===== src/sv/pfrb_pkg.sv =====
// Package for the PCM frame ring buffer: operation codes, register indexes,
// fixed field widths and the status struct passed from control to the top level.
// No dependencies.
`timescale 1ns / 1ps

package pfrb_pkg;

    // Fixed widths of the request and response fields.
    localparam int CAP_W      = 11;  // capacity_frames, fill_level, free_space
    localparam int CH_W       = 4;   // channel_count
    localparam int UNDERRUN_W = 32;  // underrun_total
    localparam int OP_W       = 2;
    localparam int NUM_FIELDS = 8;   // sample fields in each request and response, one per channel
    localparam int CFG_IDX_W  = 2;
    localparam int CFG_DATA_W = CAP_W;

    typedef enum logic [OP_W-1:0] {
        OP_WRITE = 2'd0,
        OP_READ  = 2'd1,
        OP_CLEAR = 2'd2
    } op_t;

    localparam logic [CFG_IDX_W-1:0] REG_CAPACITY = 2'd0;
    localparam logic [CFG_IDX_W-1:0] REG_CHANNELS = 2'd1;

    typedef struct packed {
        logic                  served;
        logic                  do_write;
        logic                  do_read;
        logic [CAP_W-1:0]      fill_level;
        logic [CAP_W-1:0]      free_space;
        logic [UNDERRUN_W-1:0] underrun_total;
        logic [CH_W-1:0]       channels;
    } ctrl_status_t;

endpackage


===== src/sv/pfrb_ctrl.sv =====
// Control of the PCM frame ring buffer: configuration registers, ring indices,
// fill count and the saturating underrun counter. Depends on pfrb_pkg.
`timescale 1ns / 1ps

module pfrb_ctrl
    import pfrb_pkg::*;
#(
    parameter int DEPTH_FRAMES = 1024,
    parameter int MAX_CHANNELS = 8
) (
    input  logic                            clk,
    input  logic                            rst_n,
    input  logic                            accept,
    input  logic [OP_W-1:0]                 op,
    input  logic                            cfg_we,
    input  logic [CFG_IDX_W-1:0]            cfg_index,
    input  logic [CFG_DATA_W-1:0]           cfg_data,
    output ctrl_status_t                    status,
    output logic [$clog2(DEPTH_FRAMES)-1:0] wr_addr,
    output logic [$clog2(DEPTH_FRAMES)-1:0] rd_addr
);

    localparam int AW = $clog2(DEPTH_FRAMES);
    localparam int XW = ((AW > CAP_W) ? AW : CAP_W) + 1;

    logic [CAP_W-1:0]      cap_reg;
    logic [CH_W-1:0]       ch_reg;
    logic [AW-1:0]         wr_idx_reg, wr_idx_next;
    logic [AW-1:0]         rd_idx_reg, rd_idx_next;
    logic [CAP_W-1:0]      held_reg, held_next;
    logic [UNDERRUN_W-1:0] urun_reg, urun_next;

    logic [CAP_W-1:0] eff_cap;
    logic [CH_W-1:0]  eff_ch;
    logic             buf_ok;
    logic [XW-1:0]    wr_inc, rd_inc;
    logic             served;
    logic             do_write;
    logic             do_read;

    always_comb
    begin
        // Settings beyond what the hardware holds act as the hardware limit.
        if (XW'(cap_reg) > XW'(DEPTH_FRAMES))
            eff_cap = CAP_W'(DEPTH_FRAMES);
        else
            eff_cap = cap_reg;
        if (ch_reg > CH_W'(MAX_CHANNELS))
            eff_ch = CH_W'(MAX_CHANNELS);
        else
            eff_ch = ch_reg;
        buf_ok = (eff_cap != '0) && (eff_ch != '0);
        wr_inc = XW'(wr_idx_reg) + XW'(1);
        rd_inc = XW'(rd_idx_reg) + XW'(1);
    end

    always_comb
    begin
        wr_idx_next = wr_idx_reg;
        rd_idx_next = rd_idx_reg;
        held_next   = held_reg;
        urun_next   = urun_reg;
        served      = 1'b0;
        do_write    = 1'b0;
        do_read     = 1'b0;
        case (op)
            OP_WRITE:
            begin
                if (buf_ok && (held_reg < eff_cap) && (XW'(wr_idx_reg) < XW'(eff_cap)))
                begin
                    do_write    = 1'b1;
                    served      = 1'b1;
                    wr_idx_next = (wr_inc >= XW'(eff_cap)) ? '0 : wr_inc[AW-1:0];
                    held_next   = held_reg + CAP_W'(1);
                end
            end
            OP_READ:
            begin
                if (buf_ok && (held_reg != '0) && (XW'(rd_idx_reg) < XW'(eff_cap)))
                begin
                    do_read     = 1'b1;
                    served      = 1'b1;
                    rd_idx_next = (rd_inc >= XW'(eff_cap)) ? '0 : rd_inc[AW-1:0];
                    held_next   = held_reg - CAP_W'(1);
                end
                else if (urun_reg != '1)
                begin
                    urun_next = urun_reg + UNDERRUN_W'(1);
                end
            end
            OP_CLEAR:
            begin
                served      = 1'b1;
                wr_idx_next = '0;
                rd_idx_next = '0;
                held_next   = '0;
                urun_next   = '0;
            end
            default:
            begin
                served = 1'b0;
            end
        endcase
    end

    always_comb
    begin
        status.served         = served;
        status.do_write       = do_write;
        status.do_read        = do_read;
        status.fill_level     = held_next;
        status.free_space     = buf_ok ? (eff_cap - held_next) : '0;
        status.underrun_total = urun_next;
        status.channels       = eff_ch;
    end

    assign wr_addr = wr_idx_reg;
    assign rd_addr = rd_idx_reg;

    always_ff @(posedge clk or negedge rst_n)
    begin
        if (!rst_n)
        begin
            cap_reg    <= CAP_W'(1024);
            ch_reg     <= CH_W'(2);
            wr_idx_reg <= '0;
            rd_idx_reg <= '0;
            held_reg   <= '0;
            urun_reg   <= '0;
        end
        else if (cfg_we)
        begin
            // A write to either register empties the buffer; the counter is kept.
            if ((cfg_index == REG_CAPACITY) || (cfg_index == REG_CHANNELS))
            begin
                wr_idx_reg <= '0;
                rd_idx_reg <= '0;
                held_reg   <= '0;
            end
            if (cfg_index == REG_CAPACITY)
                cap_reg <= cfg_data;
            if (cfg_index == REG_CHANNELS)
                ch_reg <= cfg_data[CH_W-1:0];
        end
        else if (accept)
        begin
            wr_idx_reg <= wr_idx_next;
            rd_idx_reg <= rd_idx_next;
            held_reg   <= held_next;
            urun_reg   <= urun_next;
        end
    end

endmodule


===== config.mk =====
export PLATFORM = sky130hd
export DESIGN_NAME = pfrb_ctrl
export DESIGN_NICKNAME = d
export VERILOG_FILES = /design/src/sv/pfrb_pkg.sv /design/src/sv/pfrb_ctrl.sv
export SDC_FILE = /design/constraint.sdc
export NUM_CORES = 1
export LEC_CHECK = 0
export ABC_AREA = 1
export BUFFER_PORTS_ARGS = -buffer_cell sky130_fd_sc_hd__buf_2
export CORE_UTILIZATION = 35
export DETAILED_ROUTE_END_ITERATION = 6
export GPL_TIMING_DRIVEN = 1
export PLACE_DENSITY = 0.64
export RECOVER_POWER = 25
export SYNTH_ARGS = -nofsm -noshare
export SYNTH_HDL_FRONTEND = slang
export SYNTH_SLANG_ARGS = --single-unit

===== constraint.sdc =====
create_clock -name clk -period 10.8 [get_ports clk]
set_input_delay 0.54 -clock clk [delete_from_list [all_inputs] [get_ports clk]]
set_output_delay 0.54 -clock clk [all_outputs]
set_load 0.005 [all_outputs]

==> summary.md <==
Setup repair after global routing left no endpoint under its margin. The hold violation count in the final report is 0. The count of buffers added by post-CTS timing repair for setup came out at 0.

Most frequent standard cell in the layout excluding fill and tap cells: sky130_fd_sc_hd__nand2_1. The count of distinct cell types in the synthesized netlist came out at 58. For the post-synthesis instance total, the log shows 1024. The count of cells along the worst register-to-register path is 24, and the post-route DRC violation count is 0. Synthesis inferred 78 register bits. The type of the worst min-delay path was in -> reg.

The initial antenna violation count came out at 3. TritonCTS built the clock tree. After layout, the minimum clock period comes to 6.41 ns. In this run the tightest slew margin relative to its limit is -54.1%. The dominant cell type by count on the critical path is sky130_fd_sc_hd__nand2_1.

Clock-pin slew was measured on the worst setup and hold paths at 0.07 ns. The max capacitance violation total came out at 2. The worst hold path was traced through 2 stages. The number of flip-flops under the largest register name is 32, and the overflow left after global routing is 0. In the layout the commonest cells are sky130_fd_sc_hd__nand2_1 (207), sky130_fd_sc_hd__inv_1 (150), sky130_fd_sc_hd__buf_2 (97), sky130_fd_sc_hd__o21ai_0 (76), sky130_fd_sc_hd__dfrtp_1 (76).

After detailed routing, the number of vias per cell comes to 5.18. The number of nets handed over by synthesis was 1115. Once detailed placement completed, the half-perimeter wirelength came to 16200 um.

In this run the cell area of the synthesized design comes to 7210 um2. The placed instances occupy a cell area of 7930 um2. Wire length reported by the detailed router: 21100 um. The timing startpoint of the critical path was cap_reg[2]$_DFFE_PN0P_. The count of flip-flops with a built-in enable after synthesis is 0, and the maximum vdd drop is 0.0814 mV.

For the H-tree depth, the log shows 3. The first global-routing pass estimated 34500 um of wire. The tools report the source-to-sink clock delay at the later pin of the worst-skew pair as 0.35 ns. The detailed-route via count is 7195, and the fmax is 0.156 GHz. The layout cell share with drive strength beyond 1 was 16.5%; the top-level port count was 100. The remaining antenna violation count came out at 0. STA classifies the critical path startpoint as a register. The beginning of the worst register-to-register path was cap_reg[2]$_DFFE_PN0P_.

For the total area of multi-input combinational cells, the log shows 4480 um2. Dividing the detail-routed wire length by the instance count gives 15.2 um. For this design the static power due to leakage is 4.28 nW. The termination of the worst setup path was status[46].

The via count of the first global-routing pass came out at 6697. After filler insertion, the fill cell instance count of the layout stands at 2116. The dominant register cell in the synthesized netlist is sky130_fd_sc_hd__dfrtp_1.

The tools report the required time of the critical path as 10.26 ns. For the worst setup path, the data arrival time is 5.87 ns. Across the routed clock network, the largest skew measured is 0.0117 ns. During synthesis, Yosys emitted a total of 0 warnings. Power density over the cells: 148 nW/um2.

The tools report the element type at the critical path end as an output port. Setup violations remaining at the end of the flow were counted as 0. The floorplan has 52 rows. Among all stages on the critical path, the largest delay is contributed by sky130_fd_sc_hd__dfrtp_1. The floorplan step defined a die boundary enclosing 21200 um2. Root cell of the clock tree: sky130_fd_sc_hd__clkbuf_16. Counting tap cells, the placed design contains a total of 1370 instances. The largest driver fanout on the critical path was 14. In this run the critical register-to-register path is captured at held_reg[6]$_DFFE_PN0P_. Final hold analysis gives a worst-case slack of 0.418 ns. The number of search-and-repair iterations in the first detailed-routing pass is 5. The slack of the worst reg-to-reg path was 6.95 ns; the global routing usage summed across all routing layers was 20.4%. The run finished, with violations left.

Area overhead of the layout relative to synthesis: 14.3%. The initial utilization of the core area, before any placement, comes to 35.6%. In this design, the stage delay of the slowest critical-path cell is 0.41 ns. The die height is 146 um, and the number of violations reported at the end of detailed-routing iteration 0 is 466. Once layout is complete, the utilization of the core stands at 40.7%. The final clock period utilization by the worst path was 59.3%; the number of clock sinks seen by CTS was 78. The logs give 20200 um2 for the core region area and 81 for the final count of pins violating max slew. The post-synthesis area per instance came out at 7.04 um2. After clock tree synthesis, the repair step resized 0 gates.

In the synthesized netlist the async set-or-reset flop fraction comes to 100%. The run gives 1202 as the number of nets in the layout. The final standard cell count with taps included and fillers excluded is 1388, and the number of buffers created by CTS is 9.

The deepest clock path buffer count is 2. Summing the sequential cell areas from Yosys gives 27.1% of the chip area. The worst-margin pin slew is 2.31 ns, and the setup TNS after final layout is 0 ns. The sequential cells in the finished layout cover a total of 1950 um2.

For this design, the CTS-stage hold fixing added 0 buffers. The final reports fail on max-capacitance violations, max-slew violations. For the maximum number of pins on one net before global-route repair, the log shows 55. The floorplan step set the die width to 146 um.

The final cell area excluding filler cells is 8240 um2. The category of the most critical setup path is reg -> out. Routability-driven placement congestion ratio: 0.968.

The count of buffers added on input and output ports is 99.
## final cells by class
cell class                      count  share of cell area (%)
Clock inverter                      5                   0.775
Timing Repair Buffer              101                    6.12
Inverter                          169                    7.79
Antenna cell                        2                  0.0608
Multi-Input combinational cell    752                    54.4
Sequential cell                    78                    23.7
Tap cell                          270                    4.10
Clock buffer                       11                    3.07
## routing by layer
layer,GRT usage [%],routed length (um),vias up
li1,-,-,3614
met1,28.0,9860,3329
met2,32.3,9280,220
met3,3.39,1320,30
met4,7.68,607,2
met5,0,8,-
## metrics by stage
step                setup slack (ns)  total power, W
finish                          4.39         0.00122
global placement                4.96        0.000883
detailed placement              4.81        0.000888
CTS                             4.42         0.00123
floorplan                       5.68        0.000725
global route                    3.75         0.00132
## logic make-up after synthesis
kind of cell / share of synthesized area, %
AND/OR/NAND/NOR: 29.5
flip-flops: 27.1
AO/OA/AOI/OAI: 16.5
multiplexers: 0.937
adder cells (fa/ha/maj): 12.6
buffers and inverters: 10.8
XOR/XNOR: 2.67
## worst max-delay path, delay by kind of cell (launching register included)
family	cells	cell delay, ns
and+or+nand+nor	17	1.95
buffers and inverters	6	0.59
DFF	1	0.41
AOI/OAI and AO/OA	10	1.51
xor gates and xnor gates	1	0.20
adders and majority gates	3	0.86
## worst min path at each step
stage	startpoint	slack, ns	to
detailed placement	ch_reg[1]$_DFFE_PN1P_	0.49	ch_reg[1]$_DFFE_PN1P_
global placement	ch_reg[1]$_DFFE_PN1P_	0.48	ch_reg[1]$_DFFE_PN1P_
finish	cfg_data[9]	0.42	cap_reg[9]$_DFFE_PN0P_
floorplan	rst_n	0.24	cap_reg[0]$_DFFE_PN0P_
global route	cfg_data[5]	0.42	cap_reg[5]$_DFFE_PN0P_
CTS	rst_n	0.20	rd_addr[9]$_DFFE_PN0P_
## power breakdown
group          switching, W  total, W  internal, W
Sequential        0.0000376  0.000358     0.000321
Combinational      0.000340  0.000529     0.000189
Clock              0.000141  0.000335     0.000194
## Yosys cell counts, types with 3 or more instances
library cell,count,area (um2)
sky130_fd_sc_hd__nand2_1,207,777
sky130_fd_sc_hd__inv_1,150,563
sky130_fd_sc_hd__dfrtp_1,76,1900
sky130_fd_sc_hd__o21ai_0,76,380
sky130_fd_sc_hd__ha_1,71,888
sky130_fd_sc_hd__nor2_1,67,251
sky130_fd_sc_hd__nand3_1,61,305
sky130_fd_sc_hd__a21oi_1,53,265
sky130_fd_sc_hd__nand4_1,30,188
sky130_fd_sc_hd__o21ai_1,29,145
sky130_fd_sc_hd__nor3_1,24,120
sky130_fd_sc_hd__xor2_1,21,184
sky130_fd_sc_hd__inv_2,15,56.3
sky130_fd_sc_hd__nor4_1,11,68.8
sky130_fd_sc_hd__o22ai_1,10,62.6
sky130_fd_sc_hd__clkbuf_1,9,33.8
sky130_fd_sc_hd__nor2_4,8,90.1
sky130_fd_sc_hd__buf_2,6,30.0
sky130_fd_sc_hd__mux2_2,6,67.6
sky130_fd_sc_hd__nand2_2,6,37.5
sky130_fd_sc_hd__nor2_2,6,37.5
sky130_fd_sc_hd__a21oi_2,5,43.8
sky130_fd_sc_hd__buf_4,5,37.5
sky130_fd_sc_hd__o2111ai_1,5,43.8
sky130_fd_sc_hd__o21a_1,5,37.5
sky130_fd_sc_hd__a31oi_1,4,25.0
sky130_fd_sc_hd__nand3_2,4,40.0
sky130_fd_sc_hd__nand3b_1,4,30.0
sky130_fd_sc_hd__o211ai_1,4,30.0
sky130_fd_sc_hd__a21o_1,3,22.5
sky130_fd_sc_hd__buf_1,3,11.3
sky130_fd_sc_hd__clkinv_1,3,11.3
sky130_fd_sc_hd__nor3_2,3,30.0
sky130_fd_sc_hd__o21ai_2,3,26.3
sky130_fd_sc_hd__o31ai_1,3,22.5
(Power assumes the default switching activity.)
